<file path="config.mk">
export PLATFORM = sky130hd
export DESIGN_NAME = ogcu_fifo
export DESIGN_NICKNAME = d
export VERILOG_FILES = /design/src/hw/rtl/ogcu_pkg.sv /design/src/hw/rtl/ogcu_fifo.sv
export SDC_FILE = /design/constraint.sdc
export NUM_CORES = 1
export LEC_CHECK = 0
export ABC_AREA = 0
export BUFFER_PORTS_ARGS = -buffer_cell sky130_fd_sc_hd__buf_2
export CAP_MARGIN = 10
export CORE_MARGIN = 5
export CORE_UTILIZATION = 59
export DETAILED_ROUTE_END_ITERATION = 10
export PLACE_DENSITY = 0.82
export SYNTH_ARGS = -nofsm -noshare
export SYNTH_HDL_FRONTEND = slang
export SYNTH_SLANG_ARGS = --single-unit
</file>
<file path="constraint.sdc">
create_clock -name i_clk -period 4.5 [get_ports i_clk]
set_input_delay 0.675 -clock i_clk [delete_from_list [all_inputs] [get_ports i_clk]]
set_output_delay 0.675 -clock i_clk [all_outputs]
set_load 0.03 [all_outputs]
</file>
<file path="src/hw/rtl/ogcu_pkg.sv">
// Shared types, constants and helpers of the occupancy grid cell updater.
package ogcu_pkg;

    // Map size defaults
    localparam int MAP_WIDTH_DEF  = 64;
    localparam int MAP_HEIGHT_DEF = 64;

    // Datapath widths
    localparam int DW = 24;   // signed cell offset dx, dy
    localparam int QW = 45;   // one squared offset
    localparam int SW = 46;   // squared distance
    localparam int CW = 36;   // CORDIC x, y
    localparam int CORDIC_STEPS = 15;
    localparam int Q_DEPTH = 4;

    localparam logic [15:0] ATAN_TAB [CORDIC_STEPS] = '{
        16'd8192, 16'd4836, 16'd2555, 16'd1297, 16'd651, 16'd326, 16'd163, 16'd81,
        16'd41, 16'd20, 16'd10, 16'd5, 16'd3, 16'd1, 16'd1
    };

    localparam logic [15:0] HALF_TURN  = 16'd32768;
    localparam logic [15:0] BEAM_STEP  = 16'd8192;
    localparam logic [15:0] BEAM_FIRST = 16'hC000;   // minus a quarter turn

    // Log-odds limits and steps
    localparam logic signed [8:0] LO_MAX  = 9'sd100;
    localparam logic signed [8:0] LO_MIN  = -9'sd100;
    localparam logic signed [8:0] L_OCC   = 9'sd2;
    localparam logic signed [8:0] L_FREE  = -9'sd2;

    // Verdict codes
    localparam logic [1:0] VERDICT_UNKNOWN = 2'd0;
    localparam logic [1:0] VERDICT_OCC     = 2'd1;
    localparam logic [1:0] VERDICT_FREE    = 2'd2;

    // Register indexes
    localparam logic [2:0] CFG_MAX_REACH     = 3'd0;
    localparam logic [2:0] CFG_FIELD_HALF    = 3'd1;
    localparam logic [2:0] CFG_BEAM_WIDTH    = 3'd2;
    localparam logic [2:0] CFG_HIT_TOL       = 3'd3;
    localparam logic [2:0] CFG_CELL_PITCH    = 3'd4;
    localparam logic [2:0] CFG_CENTER_OFFSET = 3'd5;

    // Register reset values
    localparam logic [15:0] RST_MAX_REACH     = 16'd1600;
    localparam logic [15:0] RST_FIELD_HALF    = 16'd24576;
    localparam logic [15:0] RST_BEAM_WIDTH    = 16'd4915;
    localparam logic [15:0] RST_HIT_TOL       = 16'd32;
    localparam logic [15:0] RST_CELL_PITCH    = 16'd16;
    localparam logic [15:0] RST_CENTER_OFFSET = 16'd8;

    typedef struct packed {
        logic [15:0] max_reach;
        logic [15:0] field_half;
        logic [15:0] beam_width;
        logic [15:0] hit_tol;
        logic [15:0] cell_pitch;
        logic [15:0] center_offset;
    } t_cfg;

    // Item context carried along the geometry pipeline
    typedef struct packed {
        logic [15:0]       head;
        logic [4:0][15:0]  rng;
        logic              in_map;
        logic              zero;
        logic [QW-1:0]     sqx;
        logic [QW-1:0]     sqy;
        logic [SW-1:0]     s;
        logic [31:0]       rm2;
    } t_ctx;

    // Classification handed from front to back
    typedef struct packed {
        logic       in_map;
        logic       in_field;
        logic [2:0] beam;
        logic [1:0] verdict;
    } t_cls;

    // Shortest angular distance of two binary angles
    function automatic logic [15:0] ang_diff(input logic [15:0] a, input logic [15:0] b);
        logic [15:0] d;
        d = a - b;
        return (d <= HALF_TURN) ? d : (16'd0 - d);
    endfunction

endpackage

</file>
<file path="src/hw/rtl/ogcu_fifo.sv">
// Small queue between the classifying front and the map-updating back.
module ogcu_fifo
    import ogcu_pkg::*;
#(
    parameter int WIDTH = 8,
    parameter int DEPTH = Q_DEPTH
) (
    input  logic             i_clk,
    input  logic             i_rst_n,
    input  logic             i_push,
    input  logic [WIDTH-1:0] i_data,
    output logic             o_full,
    input  logic             i_pop,
    output logic             o_empty,
    output logic [WIDTH-1:0] o_data
);
    localparam int PW = (DEPTH > 1) ? $clog2(DEPTH) : 1;

    logic [WIDTH-1:0] r_mem [DEPTH];
    logic [PW-1:0]    r_wp, r_rp;
    logic [PW:0]      r_cnt;

    assign o_full  = (r_cnt == (PW+1)'(DEPTH));
    assign o_empty = (r_cnt == '0);
    assign o_data  = r_mem[r_rp];

    // Store beat at write pointer
    always_ff @(posedge i_clk) begin
        if (i_push) begin
            r_mem[r_wp] <= i_data;
        end
    end

    // Advance pointers and count
    always_ff @(posedge i_clk) begin
        if (!i_rst_n) begin
            r_wp  <= '0;
            r_rp  <= '0;
            r_cnt <= '0;
        end else begin
            if (i_push) begin
                r_wp <= (r_wp == PW'(DEPTH - 1)) ? '0 : r_wp + 1'b1;
            end
            if (i_pop) begin
                r_rp <= (r_rp == PW'(DEPTH - 1)) ? '0 : r_rp + 1'b1;
            end
            if (i_push && !i_pop) begin
                r_cnt <= r_cnt + 1'b1;
            end else if (!i_push && i_pop) begin
                r_cnt <= r_cnt - 1'b1;
            end
        end
    end
endmodule

</file>
# After elaboration in Yosys (flattened, before gate mapping)
# Memory sizes are Yosys's and may differ from the RTL's. A register that Yosys moved wholly into a read port is not among the register bits.
# Cells that the tools add are included.
dict set report classes {
  n_mux 8
  reduce_logical 6
  n_eq_ne 3
  n_addsub 4
}
# op count
set ops {}
lappend ops {{$mux 2} 4}
lappend ops {{$mux 3} 2}
lappend ops {{$add 2x1->2 const B} 2}
lappend ops {{$eq 2x2->1 const B} 2}
lappend ops {{$add 3x1->3 const B} 1}
lappend ops {{$eq 3x3->1 const B} 1}
lappend ops {{$logic_not 3->1} 1}
lappend ops {{$sub 3x1->3 const B} 1}
lappend ops {{$logic_and 1x1->1} 2}
lappend ops {{$logic_not 1->1} 2}
lappend ops {{$mux 1} 2}
lappend ops {{$reduce_bool 2->1} 1}
dict set report totals {
  ramBits 32
  memories 1
  output_inout_bits 10
  register_bits 7
  inputBits 12
}
# name words word_bits read_ports rd_ports_with_merged_regs write_ports line
set memory_table {}
lappend memory_table {r_mem 4 8 1 1 1 ogcu_fifo.sv:19} ;# logic [WIDTH-1:0] r_mem [DEPTH];

# Longest topological paths before layout
dict set report depth {
  ltp_word 4
  depth_mapped 7
  mapped_depth_nobuf 7
}

# Worst setup path before layout
# No wires, ideal clock.
dict set report synth_path {
  kind {input port to flip-flop}
  start {input port i_pop}
  end {register r_cnt[2]}
  setup_slack_ps 2562
  arrival_time_ps 1868
  n_path_buf 0
  stages 7
  required_time_ps 4430
  setup_time_ps 70
  cell_sequence {inv_1 > ha_1 > inv_1 > fa_1 > xor2_1 > or3_1 > a21boi_1}
}
dict set report synth_via {
  elab_chain_cells 3
  elab_cells_between_ends 5
  classes_between {1 x mux; 4 x reduce/logical}
}
# element line
set synth_rtl {}
lappend synth_rtl {{from (decl)} ogcu_fifo.sv:13} ;# input logic i_pop,
lappend synth_rtl {{$logic_not 1->1} ogcu_fifo.sv:47} ;# if (i_push && !i_pop) begin
lappend synth_rtl {{$logic_and 1x1->1} ogcu_fifo.sv:47}
lappend synth_rtl {{$mux 3 or $reduce_bool 2->1 (tied branches)} -}
lappend synth_rtl {{to (signal assigned)} ogcu_fifo.sv:48} ;# r_cnt <= r_cnt + 1'b1;
lappend synth_rtl {{to (signal assigned)} ogcu_fifo.sv:50} ;# r_cnt <= r_cnt - 1'b1;
lappend synth_rtl {{to (decl)} ogcu_fifo.sv:21} ;# logic [PW:0] r_cnt;
# Parallel ways exist; a longest one is shown, timed or not.
# A chain may end at the register's enable or synchronous reset.

==> results.yml <==
worst_hold_path:
  hold_path_class: "input pin to flip-flop"
  holdPathEnd: "r_mem[0][5]"
  whs_path_depth: 1
  holdCritStartpoint: "i_data[5]"
detailed_routing:
  wl_per_cell_microns: 17.9
  drtAntennaViolNets: 0
  vias: 796
  drt_iter0_drc: 28
  first_pass_iters: 4
  via_per_inst: 5.53
  drcViolationCount: 0
  routed_wl_mm: 2.58
setup_path:
  critical_path_arrival_ps: 1800
  path_class: "flip-flop to output port"
  cpMaxStageDelayCell: "dfxtp_1"
  start_kind: "flip-flop"
  ff2ff_path_depth: 4
  reg2reg_from: "r_cnt[0]"
  required_ps: 3830
  r2r_slack_ps: 2980
  reg2reg_to: "r_cnt[2]"
  path_max_fanout: 8
  cpPeakStageDelay_ps: 670
  cp-end-kind: "output port"
  crit_chain: "mux4_2 -> buf_2"
outcome:
  status: "completed"
synth:
  netlist_area_sq_um: 1620
  ys_seq_area_share_pct: 70.6
  yosysWarnings: 0
  synthDominantCellAreaShare_pct: 59.5
  syn_nets: 105
  synth_area_leaders: "edfxtp_1 59%, dfxtp_1 11%, mux4_2 11%, ha_1 4.6%, mux2i_1 2.5%"
  synth_largest_area_cell: "edfxtp_1"
  synth_cells: 86
  avgSynthCellArea_sq_um: 18.8
  ys_ff_latch: 41
  synthDistinctLibCells: 20
timing:
  drv_slew: 0
  min_period_ps: 2470
  relSlewSlack_pct: 65.0
  hold_viol: 0
  rsz0062_at_grt: "false"
  finClkSkew_ps: 16.1
  setup_viol: 0
  setup_tns_ps: 0
  tightest_slew_ps: 524
  fmax_ghz: 0.405
  fin_crit_sh_pct: 54.9
floorplan:
  rows: 19
  ioPinCount: 22
  die_x_microns: 62.3
  dieArea_sq_um: 3880
  start_util_pct: 60.1
  fp.dieH_microns: 62.3
  core-area_sq_um: 2690
pwr:
  power_mw: 0.742
  leakage_nw: 0.664
  vdd_drop_max_uv: 389
  power_density_nw_per_um2: 411
clocking:
  htree_num_levels: 2
  cts_setup_buffers: 0
  cts-root-buf: "clkbuf_4"
  cts_tree: "yes"
  cts_hold_buffers: 0
  post_cts_resized: 0
  clkTransAtPathRegs_ps: 120
  cts_num_sinks: 41
  clk_latency_ps: 350
  clk_path_buf_depth: 2
  cts_buffers: 5
placement:
  portBuffers: 21
  gp_congestion: 0.710
  hpwl_mm: 1.90
job:
  drv_cap: 0
grt:
  grt_max_degree: 14
  antenna_found_initial: 0
  grt_usage_pct: 15.2
  gr-total-overflow: 0
  grt_pass1_wl_mm: 4.37
  grt_pass1_vias: 930
layout:
  drive_gt1_share_pct: 31.9
  antenna_cells: 0
  final_cell_mix: "32 x edfxtp_1, 21 x buf_2, 9 x dfxtp_1"
  syn2layout_area_growth_pct: 11.8
  fill_cells: 188
  final_common_cell: "edfxtp_1"
  fin_nets: 131
  multiInputGateArea_sq_um: 443
  regArea_sq_um: 1140
## registers in the layout (all words and copies together), names as in the netlist, named ones only
register  count
r_mem        32
r_cnt         3
r_rp          2
r_wp          2
## kinds of logic (layout without fill, tap and decap cells)
kind of cell	count (synthesis)	count (layout)	share of synthesized area (%)
flip-flops	41	41	70.6
AND/OR/NAND/NOR	15	15	5.58
multiplexers	12	12	13.6
adder cells (fa/ha/maj)	7	7	5.89
buffers and inverters	6	33	1.94
AO/OA/AOI/OAI	3	3	1.24
XOR/XNOR	2	2	1.08
## through the flow
stage                     util, %  cell area (sq um)  setup WS (ps)  cells  hold slack, ps
final                        67.2               1810           2030    144             532
after CTS                    67.2               1810           1970    144             525
after floorplan                 -               1620           2560     86             465
after global routing         67.2               1810           1880    144             509
after detailed placement     64.9               1740           2260    136             520
after global placement       64.9               1740           2390    136             475
## layer usage
metal,GRT usage [%],part of all wire [%]
met3,6.49,6.4
met2,27.8,57
met4,5.57,2.0
met1,15.0,34
met5,0,0
## cell type report
| cell class | count | share of cell area [%] |
|---|---|---|
| clock buffer | 7 | 3.05 |
| clock inverter | 1 | 0.416 |
| inverter | 4 | 0.832 |
| multi-input combinational | 39 | 24.5 |
| sequential | 41 | 63.2 |
| tap | 31 | 2.15 |
| timing repair buffer | 21 | 5.82 |
## synth_stat cells
cell type  instances
xnor2_1            1
fa_1               1
a21boi_1           1
mux2i_1            4
nor2_1             1
and2_1             5
o21ai_0            1
edfxtp_1          32
xor2_1             1
or3_1              1
inv_1              4
nor3b_1            1
dfxtp_1            9
mux4_2             8
buf_6              1
nor2b_1            5
clkbuf_2           1
o21a_1             1
nor3_1             2
ha_1               6
## worst max-delay path, delay by kind of cell, from the launching register on
| kind | cells | cell delay, ps |
|---|---|---|
| buffers and inverters | 1 | 200 |
| flip-flops | 1 | 670 |
| multiplexers | 1 | 570 |
## power by group
group          switching, mW  internal, mW
Combinational         0.0628        0.0441
Clock                  0.111        0.0765
Sequential            0.0165         0.430
## worst max path at each step
stage                      endpoint  slack [ps]  startpoint  cells after the start
after floorplan            r_cnt[2]        2560       i_pop                      7
after global placement     r_cnt[2]        2390       i_pop                      8
after detailed placement   r_cnt[2]        2260       i_pop                      8
after CTS                 o_data[7]        1970   flip-flop                      2
after global routing      o_data[4]        1880   flip-flop                      2
final                     o_data[5]        2030   flip-flop                      2
Power figures use the tool's default switching activity.
